**src/bffra_pkg.sv**
```systemverilog
// Shared constants, state encoding and controller/datapath bundles for the run allocator.
package bffra_pkg;

	localparam int MAP_BITS_DEF = 4096;
	localparam int WORD_BITS    = 8;
	localparam int WORD_SHIFT   = 3;
	localparam int CFG_W        = 13;
	localparam int LEN_W        = 13;
	localparam int START_W      = 12;
	localparam int NUM_REGS     = 2;
	localparam int REG_IDX_W    = 1;

	localparam logic [REG_IDX_W-1:0] REG_RESERVED_COUNT = 1'd0;
	localparam logic [REG_IDX_W-1:0] REG_USABLE_END     = 1'd1;

	localparam logic [CFG_W-1:0] RESERVED_COUNT_RST = 13'd3;
	localparam logic [CFG_W-1:0] USABLE_END_RST     = 13'd4096;

	localparam logic MODE_INIT  = 1'b0;
	localparam logic MODE_ALLOC = 1'b1;

	typedef enum logic [2:0] {
		ST_IDLE,
		ST_INIT,
		ST_SCAN0,
		ST_SCAN,
		ST_CLR_RD,
		ST_CLR_WR,
		ST_DONE
	} ctrl_state_t;

	typedef struct packed {
		logic item_ld;
		logic init_wr;
		logic scan_rd;
		logic scan_eval;
		logic clr_setup;
		logic clr_wr;
		logic res_init;
		logic res_hit;
		logic res_miss;
	} dp_cmd_t;

	typedef struct packed {
		logic hit;
		logic zero_len;
		logic scan_last;
		logic ptr_last;
		logic clr_last;
	} dp_sts_t;

endpackage

```
**src/bffra_if.sv**
```systemverilog
// Valid/ready channel interfaces for allocation requests and results.
interface bffra_req_if;
	import bffra_pkg::*;

	logic             valid;
	logic             ready;
	logic             mode;
	logic [LEN_W-1:0] run_length;

	modport source (output valid, output mode, output run_length, input ready);
	modport sink   (input valid, input mode, input run_length, output ready);
endinterface

interface bffra_rsp_if;
	import bffra_pkg::*;

	logic               valid;
	logic               ready;
	logic               found;
	logic [START_W-1:0] start_index;

	modport source (output valid, output found, output start_index, input ready);
	modport sink   (input valid, input found, input start_index, output ready);
endinterface

```
**src/bffra_ram.sv**
```systemverilog
// Generic single-write, single-read RAM with registered read data.
module bffra_ram #(
	parameter int WIDTH = 8,
	parameter int DEPTH = 512
) (
	input  logic                     clk,
	input  logic                     we,
	input  logic [$clog2(DEPTH)-1:0] waddr,
	input  logic [WIDTH-1:0]         wdata,
	input  logic [$clog2(DEPTH)-1:0] raddr,
	output logic [WIDTH-1:0]         rdata
);
	logic [WIDTH-1:0] mem [DEPTH];

	always_ff @(posedge clk) begin
		if (we) begin
			mem[waddr] <= wdata;
		end
		rdata <= mem[raddr];
	end
endmodule

```
**src/bffra_ctrl.sv**
```systemverilog
// Controller state machine sequencing map rebuild, run scan and run clearing.
module bffra_ctrl (
	input  logic              clk,
	input  logic              arst_n,
	input  logic              in_fire,
	input  logic              in_mode,
	input  logic              out_free,
	input  bffra_pkg::dp_sts_t sts,
	output bffra_pkg::dp_cmd_t cmd,
	output logic              idle,
	output logic              out_load
);
	import bffra_pkg::*;

	ctrl_state_t state_q, state_d;

	always_ff @(posedge clk or negedge arst_n) begin
		if (!arst_n) begin
			state_q <= ST_IDLE;
		end else begin
			state_q <= state_d;
		end
	end

	always_comb begin
		state_d  = state_q;
		cmd      = '0;
		idle     = 1'b0;
		out_load = 1'b0;
		unique case (state_q)
			ST_IDLE: begin
				idle = 1'b1;
				if (in_fire) begin
					cmd.item_ld = 1'b1;
					state_d     = (in_mode == MODE_INIT) ? ST_INIT : ST_SCAN0;
				end
			end
			ST_INIT: begin
				cmd.init_wr = 1'b1;
				if (sts.ptr_last) begin
					cmd.res_init = 1'b1;
					state_d      = ST_DONE;
				end
			end
			ST_SCAN0: begin
				cmd.scan_rd = 1'b1;
				state_d     = ST_SCAN;
			end
			ST_SCAN: begin
				cmd.scan_eval = 1'b1;
				if (sts.hit) begin
					cmd.res_hit = 1'b1;
					if (sts.zero_len) begin
						state_d = ST_DONE;
					end else begin
						cmd.clr_setup = 1'b1;
						state_d       = ST_CLR_RD;
					end
				end else if (sts.scan_last) begin
					cmd.res_miss = 1'b1;
					state_d      = ST_DONE;
				end else begin
					cmd.scan_rd = 1'b1;
				end
			end
			ST_CLR_RD: begin
				state_d = ST_CLR_WR;
			end
			ST_CLR_WR: begin
				cmd.clr_wr = 1'b1;
				state_d    = sts.clr_last ? ST_DONE : ST_CLR_RD;
			end
			ST_DONE: begin
				if (out_free) begin
					out_load = 1'b1;
					state_d  = ST_IDLE;
				end
			end
			default: begin
				state_d = ST_IDLE;
			end
		endcase
	end
endmodule

```
**src/bffra_dp.sv**
```systemverilog
// Datapath: free map memory, word pointer, run tracking and result registers.
module bffra_dp #(
	parameter int MAP_BITS = bffra_pkg::MAP_BITS_DEF
) (
	input  logic                         clk,
	input  logic                         arst_n,
	input  bffra_pkg::dp_cmd_t           cmd,
	output bffra_pkg::dp_sts_t           sts,
	input  logic [bffra_pkg::CFG_W-1:0]  reserved_count,
	input  logic [bffra_pkg::CFG_W-1:0]  usable_end,
	input  logic [bffra_pkg::LEN_W-1:0]  run_length,
	output logic                         found,
	output logic [bffra_pkg::START_W-1:0] start_index
);
	import bffra_pkg::*;

	localparam int DEPTH = MAP_BITS / WORD_BITS;
	localparam int AW    = $clog2(DEPTH);
	localparam int IW    = $clog2(MAP_BITS);
	localparam int CW    = $clog2(MAP_BITS + 1);
	localparam int NW    = (CW > LEN_W) ? CW : LEN_W;

	logic                 live_q;
	logic [AW-1:0]        ptr_q;
	logic [AW-1:0]        rd_addr_q;
	logic [LEN_W-1:0]     len_q;
	logic [NW-1:0]        run_q;
	logic [IW-1:0]        run_start_q;
	logic [IW-1:0]        hit_start_q;
	logic [IW-1:0]        hit_end_q;
	logic                 found_q;
	logic [IW-1:0]        start_q;

	logic [WORD_BITS-1:0] ram_rdata;
	logic [WORD_BITS-1:0] word;
	logic [WORD_BITS-1:0] init_word;
	logic [WORD_BITS-1:0] clr_word;
	logic [WORD_BITS-1:0] wdata;
	logic                 we;
	logic [NW-1:0]        need;
	logic [NW-1:0]        run_d;
	logic [IW-1:0]        run_start_d;
	logic                 hit;
	logic [IW-1:0]        hit_pos;
	logic [IW+START_W-1:0] start_ext;

	assign word = live_q ? ram_rdata : '0;
	assign need = (len_q == '0) ? NW'(1) : NW'(len_q);

	always_comb begin
		logic [IW-1:0] pos;
		logic [IW-1:0] wpos;
		run_d       = run_q;
		run_start_d = run_start_q;
		hit         = 1'b0;
		hit_pos     = '0;
		init_word   = '0;
		clr_word    = word;
		for (int b = 0; b < WORD_BITS; b++) begin
			pos  = {rd_addr_q, WORD_SHIFT'(b)};
			wpos = {ptr_q, WORD_SHIFT'(b)};
			init_word[b] = (NW'(wpos) >= NW'(reserved_count)) &&
				(NW'(wpos) < NW'(usable_end));
			if ((pos >= hit_start_q) && (pos <= hit_end_q)) begin
				clr_word[b] = 1'b0;
			end
			if (!hit) begin
				if (word[b]) begin
					if (run_d == '0) begin
						run_start_d = pos;
					end
					run_d = run_d + NW'(1);
					if (run_d >= need) begin
						hit     = 1'b1;
						hit_pos = pos;
					end
				end else begin
					run_d = '0;
				end
			end
		end
	end

	assign we    = cmd.init_wr || cmd.clr_wr;
	assign wdata = cmd.init_wr ? init_word : clr_word;

	bffra_ram #(
		.WIDTH (WORD_BITS),
		.DEPTH (DEPTH)
	) u_map (
		.clk   (clk),
		.we    (we),
		.waddr (ptr_q),
		.wdata (wdata),
		.raddr (ptr_q),
		.rdata (ram_rdata)
	);

	always_ff @(posedge clk or negedge arst_n) begin
		if (!arst_n) begin
			live_q <= 1'b0;
			ptr_q  <= '0;
		end else begin
			if (cmd.init_wr) begin
				live_q <= 1'b1;
			end
			if (cmd.item_ld) begin
				ptr_q <= '0;
			end else if (cmd.clr_setup) begin
				ptr_q <= run_start_d[IW-1:WORD_SHIFT];
			end else if (cmd.init_wr || cmd.scan_rd || cmd.clr_wr) begin
				ptr_q <= ptr_q + AW'(1);
			end
		end
	end

	always_ff @(posedge clk) begin
		rd_addr_q <= ptr_q;
		if (cmd.item_ld) begin
			len_q <= run_length;
			run_q <= '0;
		end else if (cmd.scan_eval) begin
			run_q       <= run_d;
			run_start_q <= run_start_d;
		end
		if (cmd.res_hit) begin
			hit_start_q <= run_start_d;
			hit_end_q   <= hit_pos;
			found_q     <= 1'b1;
			start_q     <= run_start_d;
		end else if (cmd.res_init || cmd.res_miss) begin
			found_q <= cmd.res_init;
			start_q <= '0;
		end
	end

	assign sts.hit       = hit;
	assign sts.zero_len  = (len_q == '0);
	assign sts.scan_last = (rd_addr_q == AW'(DEPTH - 1));
	assign sts.ptr_last  = (ptr_q == AW'(DEPTH - 1));
	assign sts.clr_last  = (ptr_q == hit_end_q[IW-1:WORD_SHIFT]);

	assign start_ext   = {{START_W{1'b0}}, start_q};
	assign found       = found_q;
	assign start_index = start_ext[START_W-1:0];
endmodule

```
**src/bitmap_first_fit_run_allocator_unit.sv**
```systemverilog
// Init rewrites every map word; an allocation scans 8 map bits per cycle to find a run,
// then clears a found run of nonzero length word by word.
// One item at a time; the scan over the word-wide map memory sets the rate.
// A finished result waits in the output register while the next item is taken.
// Reset: registers return to reserved_count = 3, usable_end = 4096; the map reads as all
// used until the first init item, with no clearing pass.
module bitmap_first_fit_run_allocator_unit #(
	parameter int MAP_BITS = bffra_pkg::MAP_BITS_DEF
) (
	input  logic                           clk,
	input  logic                           arst_n,
	bffra_req_if.sink                      req,
	bffra_rsp_if.source                    rsp,
	input  logic                           wr_en,
	input  logic [bffra_pkg::REG_IDX_W-1:0] wr_index,
	input  logic [bffra_pkg::CFG_W-1:0]    wr_data
);
	import bffra_pkg::*;

	logic               idle;
	logic               in_fire;
	logic               out_load;
	logic               out_free;
	dp_cmd_t            cmd;
	dp_sts_t            sts;
	logic [CFG_W-1:0]   reserved_count_q;
	logic [CFG_W-1:0]   usable_end_q;
	logic               dp_found;
	logic [START_W-1:0] dp_start;
	logic               out_valid_q;
	logic               found_q;
	logic [START_W-1:0] start_q;

	assign req.ready = idle;
	assign in_fire   = req.valid && idle;
	assign out_free  = !out_valid_q || rsp.ready;

	always_ff @(posedge clk or negedge arst_n) begin
		if (!arst_n) begin
			reserved_count_q <= RESERVED_COUNT_RST;
			usable_end_q     <= USABLE_END_RST;
		end else if (wr_en) begin
			unique case (wr_index)
				REG_RESERVED_COUNT: reserved_count_q <= wr_data;
				REG_USABLE_END:     usable_end_q     <= wr_data;
				default: ;
			endcase
		end
	end

	bffra_ctrl u_ctrl (
		.clk      (clk),
		.arst_n   (arst_n),
		.in_fire  (in_fire),
		.in_mode  (req.mode),
		.out_free (out_free),
		.sts      (sts),
		.cmd      (cmd),
		.idle     (idle),
		.out_load (out_load)
	);

	bffra_dp #(
		.MAP_BITS (MAP_BITS)
	) u_dp (
		.clk            (clk),
		.arst_n         (arst_n),
		.cmd            (cmd),
		.sts            (sts),
		.reserved_count (reserved_count_q),
		.usable_end     (usable_end_q),
		.run_length     (req.run_length),
		.found          (dp_found),
		.start_index    (dp_start)
	);

	always_ff @(posedge clk or negedge arst_n) begin
		if (!arst_n) begin
			out_valid_q <= 1'b0;
		end else if (out_load) begin
			out_valid_q <= 1'b1;
		end else if (rsp.ready) begin
			out_valid_q <= 1'b0;
		end
	end

	always_ff @(posedge clk) begin
		if (out_load) begin
			found_q <= dp_found;
			start_q <= dp_start;
		end
	end

	assign rsp.valid       = out_valid_q;
	assign rsp.found       = found_q;
	assign rsp.start_index = start_q;
endmodule

```
**src/flat_wrapper.sv**
```systemverilog
// flat-port wrapper written by rule: the top's interface ports become plain ports
module bitmap_first_fit_run_allocator_unit_flat import bffra_pkg::*;
#(
	parameter int MAP_BITS = bffra_pkg::MAP_BITS_DEF
)
  (clk, arst_n, wr_en, wr_index, wr_data, req_valid, req_mode, req_run_length, req_ready, rsp_valid, rsp_found, rsp_start_index, rsp_ready);
  bffra_req_if req_i ();
  bffra_rsp_if rsp_i ();
  input  logic clk;
  input  logic arst_n;
  input  logic wr_en;
  input  logic [bffra_pkg::REG_IDX_W-1:0] wr_index;
  input  logic [bffra_pkg::CFG_W-1:0] wr_data;
  input wire logic [$bits(req_i.valid)-1:0] req_valid;
  input wire logic [$bits(req_i.mode)-1:0] req_mode;
  input wire logic [$bits(req_i.run_length)-1:0] req_run_length;
  output wire logic [$bits(req_i.ready)-1:0] req_ready;
  output wire logic [$bits(rsp_i.valid)-1:0] rsp_valid;
  output wire logic [$bits(rsp_i.found)-1:0] rsp_found;
  output wire logic [$bits(rsp_i.start_index)-1:0] rsp_start_index;
  input wire logic [$bits(rsp_i.ready)-1:0] rsp_ready;
  assign req_i.valid = req_valid;
  assign req_i.mode = req_mode;
  assign req_i.run_length = req_run_length;
  assign req_ready = req_i.ready;
  assign rsp_valid = rsp_i.valid;
  assign rsp_found = rsp_i.found;
  assign rsp_start_index = rsp_i.start_index;
  assign rsp_i.ready = rsp_ready;
  bitmap_first_fit_run_allocator_unit #(.MAP_BITS(MAP_BITS)) u_core (.clk(clk), .arst_n(arst_n), .req(req_i), .rsp(rsp_i), .wr_en(wr_en), .wr_index(wr_index), .wr_data(wr_data));
endmodule
```
**config.mk**
```make
export PLATFORM = sky130hd
export DESIGN_NAME = bitmap_first_fit_run_allocator_unit_flat
export DESIGN_NICKNAME = d
export VERILOG_FILES = /design/src/bffra_pkg.sv /design/src/bffra_if.sv /design/src/bffra_ram.sv /design/src/bffra_ctrl.sv /design/src/bffra_dp.sv /design/src/bitmap_first_fit_run_allocator_unit.sv /design/src/flat_wrapper.sv
export SDC_FILE = /design/constraint.sdc
export NUM_CORES = 2
export LEC_CHECK = 0
export BUFFER_PORTS_ARGS = -buffer_cell sky130_fd_sc_hd__buf_2
export CAP_MARGIN = 20
export CORE_MARGIN = 3
export CORE_UTILIZATION = 45
export CTS_CLUSTER_DIAMETER = 50
export DETAILED_ROUTE_END_ITERATION = 7
export HOLD_SLACK_MARGIN = 0.08
export SYNTH_ARGS = -nofsm -noshare
export SYNTH_HDL_FRONTEND = slang
export SYNTH_SLANG_ARGS = --single-unit
```
**constraint.sdc**
```tcl
create_clock -name clk -period 36.8 [get_ports clk]
set_input_delay 7.36 -clock clk [delete_from_list [all_inputs] [get_ports clk]]
set_output_delay 7.36 -clock clk [all_outputs]
set_load 0.05 [all_outputs]
```
# [Word-level counts from Yosys, hierarchy flattened]
# Memories as Yosys holds them, arrays and structs flattened. A register that Yosys moved wholly into a read port is not among the register bits.
# Cells that the tools add are included.
[word_totals] out_inout_bits=15 word_cells=253 memories=1 mem_bits_rw=4096 ff_bits=137 input_bits=33
[classes] addsub=9 n_bitwise=2 n_reduce_logical=40 n_eq_ne=13 order_cmp=40 n_mux=132
[mem_list] name="u_core.u_dp.u_map.mem" depth=512 word_bits=8 read_ports=1 rd_clocked_by_memory_dff=1 wr=1 line="bffra_ram.sv:13" text="logic [WIDTH-1:0] mem [DEPTH];"
[ops] op="12-bit two-way mux" count=48
[ops] op="13-bit two-way mux" count=16
[ops] op="13-bit zero test" count=9
[ops] op="13-bit by 1-bit adder with 13-bit output, second input constant" count=8
[ops] op="12-bit by 13-bit >= comparator with 1-bit output" count=8
[ops] op="13-bit >= comparator" count=8
[ops] op="12-bit by 13-bit less-than comparator with 1-bit output" count=8
[ops] op="12-bit >= comparator" count=8
[ops] op="12-bit <= comparator" count=8
[ops] op="1-bit two-way mux" count=51
[ops] op="9-bit two-way mux" count=3
[ops] op="3-bit one-hot mux with 7 select lines" count=1
[ops] op="9-bit == test, second input constant" count=2
[ops] op="1-bit logical AND" count=17
[ops] op="8-bit two-way mux" count=2
[ops] op="3-bit two-way mux" count=5
[ops] op="2-bit two-way mux" count=5
[ops] op="9-bit by 1-bit adder with 9-bit output, second input constant" count=1
[ops] op="3-bit == test, second input constant" count=3
[ops] op="9-bit == test" count=1
[ops] op="3-bit by 2-bit == test with 1-bit output, second input constant" count=2
[ops] op="2-bit by 1-bit != test with 1-bit output, second input constant" count=3
[ops] op="2-bit AND reduction" count=3
[ops] op="1-bit logical OR" count=5
[ops] op="other kinds (9)" count=11

# [Longest topological paths before layout]
[depth] ltp_word=33 ltp_mapped=79 mapped_depth_nobuf=73

# [Modules after synthesis]
# A second synthesis with hierarchy kept.
[unflattened] hier_cells=9782 hier_area_um2=174815.2
[modules_own_cells] module="bffra_ram" area_per_inst_um2=159927.1 cells_each=8030 n_inst=1 seq_area_each_um2=123158.1
[modules_own_cells] module="bffra_dp" area_per_inst_um2=13095.1 cells_each=1640 n_inst=1 seq_area_each_um2=2542.4
[modules_own_cells] module="bitmap_first_fit_run_allocator_unit" area_per_inst_um2=1463.9 cells_each=73 n_inst=1 seq_area_each_um2=1069.8
[modules_own_cells] module="bffra_ctrl" area_per_inst_um2=329.1 cells_each=39 n_inst=1 seq_area_each_um2=75.1

# [Least setup slack after synthesis]
# Ideal clock, no wire load.
[synth_path] path_kind="flip-flop to flip-flop" start="register u_core.u_dp.ptr_q[0]" end="memory u_core.u_dp.u_map.mem[0][5], data pin" setup_slack_ps=7769 required_ps=32544 t_arrival_ps=24774 stages_incl_launch_ff=13 synth_period_minus_slack_ps=29031 cell_sequence="dfrtp_1 clkbuf_1 buf_1 clkbuf_1 clkbuf_1 buf_1 clkbuf_1 inv_1 ha_1 nand2_1 o21ai_0 a21oi_1 o31ai_1"
[synth_via] elab_chain_cells=3
[synth_lines] item="start: declaration" line="bffra_dp.sv:24" text="logic [AW-1:0] ptr_q;"
[synth_lines] item="start signal: assignment" line="bffra_dp.sv:110" text="ptr_q <= run_start_d[IW-1:WORD_SHIFT];"
[synth_lines] item="start signal: assignment" line="bffra_dp.sv:112" text="ptr_q <= ptr_q + AW'(1);"
[synth_lines] item="12-bit by 13-bit >= comparator with 1-bit output or 12-bit by 13-bit less-than comparator with 1-bit output (tied branches)" line="bffra_dp.sv:62, bffra_dp.sv:63"
[synth_lines] item="1-bit logical AND (*)" line="bffra_dp.sv:62" text="init_word[b] = (NW'(wpos) >= NW'(reserved_count)) &&"
[synth_lines] item="8-bit two-way mux (*)" line="bffra_dp.sv:85" text="assign wdata = cmd.init_wr ? init_word : clr_word;"
[synth_lines] item="via u_core.u_dp.u_map.wdata[5]" line="bffra_ram.sv:9" text="input logic [WIDTH-1:0] wdata,"
[synth_lines] item="end: declaration" line="bffra_ram.sv:13"
# Mark *: on every way through the listed nets, which the timed path passes. The rest lies on a longest branch.

==> reports/qor.csv <==
stage,metric,value,unit
status,status,"finished, final reports clean",
setup_path,required,37.54,ns
floorplan,dieHeight,625.5,µm
power,power.share.combinational,35.9,%
cells_and_area,nets,8746,
drt,wl_per_cell,32.70,µm
cts,clk_path_buf_depth,4,
drt,route.top_layer_used,met4,
cells_and_area,nFillCells,29863,
timing,worst_slew_pin_slew,1.359,ns
cells_and_area,final_area,193700,µm²
yosys,synth_most_common_cell,edfxtp_1,
power,ir_worst_vdd,124.8,µV
yosys,synth_nets,8554,
global_route,antenna_found_initial,20,
worst_hold_path,min_from,u_core.u_dp.start_index[1],
setup_path,cp_slowest_cell,nor2_1,
yosys,synth_cell_types,117,
cells_and_area,final_util,50.90,%
global_route,grt_pass1_vias,86695,
floorplan,io_pins,48,
timing,setup_viol,0,
yosys,synth-edff-count,4170,
floorplan,die_w,625.5,µm
drt,vias,86839,
flow_run,max-cap-violations,0,
floorplan,initial_utilization,45.38,%
timing,slew_headroom,9.423,%
power,power.switching,6210,µW
cts,cts-hold-fix-buffers,0,
yosys,synth_area_leaders,"edfxtp_1 (72%), mux4_2 (17%), nor2_1 (1.5%)",
global_route,grt.overflow.total,0,
timing,finClkSkew,0.07650,ns
setup_path,end_kind,flop,
cts,post_cts_resized,0,
yosys,synth-seq-cells,4241,
cts,clk_root_buffer_cell,clkbuf_16,
timing,finalCritPeriodShare,52.26,%
setup_path,crit_start,u_core.u_dp.run_q[0],
global_route,track_usage,23.24,%
yosys,avgSynthCellArea,20.67,µm²
yosys,yosys.area.top_type,edfxtp_1,
timing,max_clock_freq,52.00,MHz
yosys,synthTopCellsByCount,"edfxtp_1 (4170), mux4_2 (1326), nor2_1 (680), clkbuf_1 (326), nand2_1 (216)",
timing,layout_min_cycle_time,19.23,ns
setup_path,startpoint_type,flop,
timing,rsz0062_at_grt,no,
yosys,synthFlopType,edfxtp_1,
timing,hold_ws,0.4634,ns
placed_design,placed_area,179100,µm²
floorplan,core,380600,µm²
floorplan,fp-row-count,226,
setup_path,crit_type,flop to flop,
cts,numCtsBuffers,441,
yosys,synth_top_area_share,72.50,%
power,switching_share,35.13,%
placed_design,gp_congestion,0.8852,
power,clockPowerShare,24.9,%
yosys,syn_area,172700,µm²
drt,viasPerCell,6.226,
power,p_per_area,91.26,nW/µm²
setup_path,crit_family,simple AND/OR/NAND/NOR gates,
drt,wirelength,456000,µm
yosys,yosysSeqAreaShare,73.44,%
cts,clkSinkCount,4241,
yosys,synthesis.instances,8358,
setup_path,path_common_cell,ha_1,
power,leakagePower,0.06095,µW
cts,htreeDepth,5,
worst_hold_path,holdCritPathClass,flop to flop,
timing,setup_tns,0,ns
cells_and_area,drive_gt1_share,26.05,%
drt,dr.pass1.iters,6,
power,internal-power,11470,µW
yosys,ys_warn_count,0,
timing,hold_violations,0,
setup_path,rr_startpoint,u_core.u_dp.run_q[0],
placed_design,portBuffers,47,
cts,worstSkewPairLatency,0.98,ns
cts,cts_tree,built,
drt,drtAntennaViolNets,0,
global_route,grt_max_degree,229,
setup_path,path_buf_inv,4,
floorplan,dieArea,391300,µm²
global_route,grt_pass1_wl,655100,µm
timing,maxSlewViolCount,0,
drt,drc_errors,0,
setup_path,arrival,19.97,ns
cts,postCtsSetupRepairBufs,0,
drt,wl_met1,190500,µm
power,share_seq_of_total_power,39.2,%
drt,routed-wl-met2,218400,µm
cts,clk_pin_slew,0.06,ns
drt,detail_route.iter0.violations,10486,
cells_and_area,area_delta_synth_final,12.16,%
yosys,ys_async_sr_fraction,0.9432,%
setup_path,path_max_fanout,18,
drt,wl_met3,36180,µm
setup_path,slowest_delay,0.78,ns
placed_design,place_hpwl,270500,µm
==> layer usage <==
layer,up-vias,track usage [%]
met5,-,0
met4,0,5.364
met3,561,3.793
met2,3834,36.68
met1,47021,34.21
li1,35423,-
==> cells by family after synthesis <==
| kind of cell | Yosys count | share of synthesized area [%] |
|---|---|---|
| DFF | 4241 | 73.44 |
| muxes | 1396 | 17.72 |
| and+or+nand+nor | 1326 | 3.508 |
| buffers and inverters | 579 | 1.284 |
| AOI/OAI and AO/OA | 570 | 2.443 |
| adders and majority gates | 164 | 1.187 |
| xor gates and xnor gates | 82 | 0.4202 |
==> worst register-to-register path: cells and delay by family (launching register included) <==
kind,cells,cell delay (ns)
simple gates,27,8.04
fa+ha+maj,6,2.12
buf+inv,4,1.16
flops,1,0.58
xor+xnor,3,0.56
compound gates,18,6.18
mux,1,0.36
==> area by class of cell <==
class	instances	area (µm²)	share of cell area, %
multi-input combinational	3538	43910	22.67
clock inverter	280	2814	1.453
timing repair buffer	210	1794	0.9262
inverter	118	447.9	0.2312
clock buffer	535	11580	5.980
tap	5016	6276	3.240
sequential	4241	126900	65.49
antenna	9	22.52	0.01163
==> sequential cells by signal, indices dropped and copies added, names as in the netlist, 13 cells and up <==
name                     flops
u_core.usable_end_q         13
u_core.u_dp.len_q           13
u_core.u_dp.run_q           13
u_core.u_dp.u_map.mem     4096
u_core.reserved_count_q     13
==> final timing paths <==
kind / endpoint / slack (ns) / cells after the start
worst max-delay path: u_core.u_dp.start_index[0] / 17.57 / 59
worst min-delay path: u_core.rsp.start_index[1] / 0.46 / 0
worst max register to register: u_core.u_dp.start_index[0] / 17.57 / 59
worst min register to register: u_core.rsp.start_index[1] / 0.46 / 0
max in group asynchronous: u_core.usable_end_q[12] / 30.00 / 2
min in group asynchronous: u_core.rsp.valid / 6.26 / 1
==> stage by stage <==
stage	total power, µW	worst slack, ns	instances
floorplan	11940	7.769	8358
global placement	13270	18.20	13116
detailed placement	13410	17.81	13116
CTS	17790	17.73	13931
global route	18340	16.25	13943
finish	17680	17.57	13947
==> power groups by stage <==
stage / Combinational, µW / Clock (µW) / Sequential [µW]
final: 6340 / 4410 / 6930
after global routing: 6730 / 4680 / 6930
after CTS: 6390 / 4480 / 6920
after detailed placement: 6380 / 0 / 7020
after global placement: 6260 / 0 / 7020
after floorplan: 3760 / 0 / 8180
==> layout by cell type (no fill, tap or decap), drive strengths merged, types with 25 or more instances in the layout <==
cell	n
edfxtp	4170
mux4	1326
nor2	681
clkbuf	535
nand2	216
buf	210
clkinv	188
ha	163
inv	142
o21ai	105
a21oi	103
nand3	89
nand4	59
nor3	57
xnor2	55
and2	44
mux2i	41
bufinv	40
dfrtp	37
a31oi	32
a21o	31
dfxtp	31
o21a	30
a211oi	30
and3	29
mux2	29
clkinvlp	28
xor2	27
nor4	25
No activity file was read; power rests on OpenSTA's default activity.
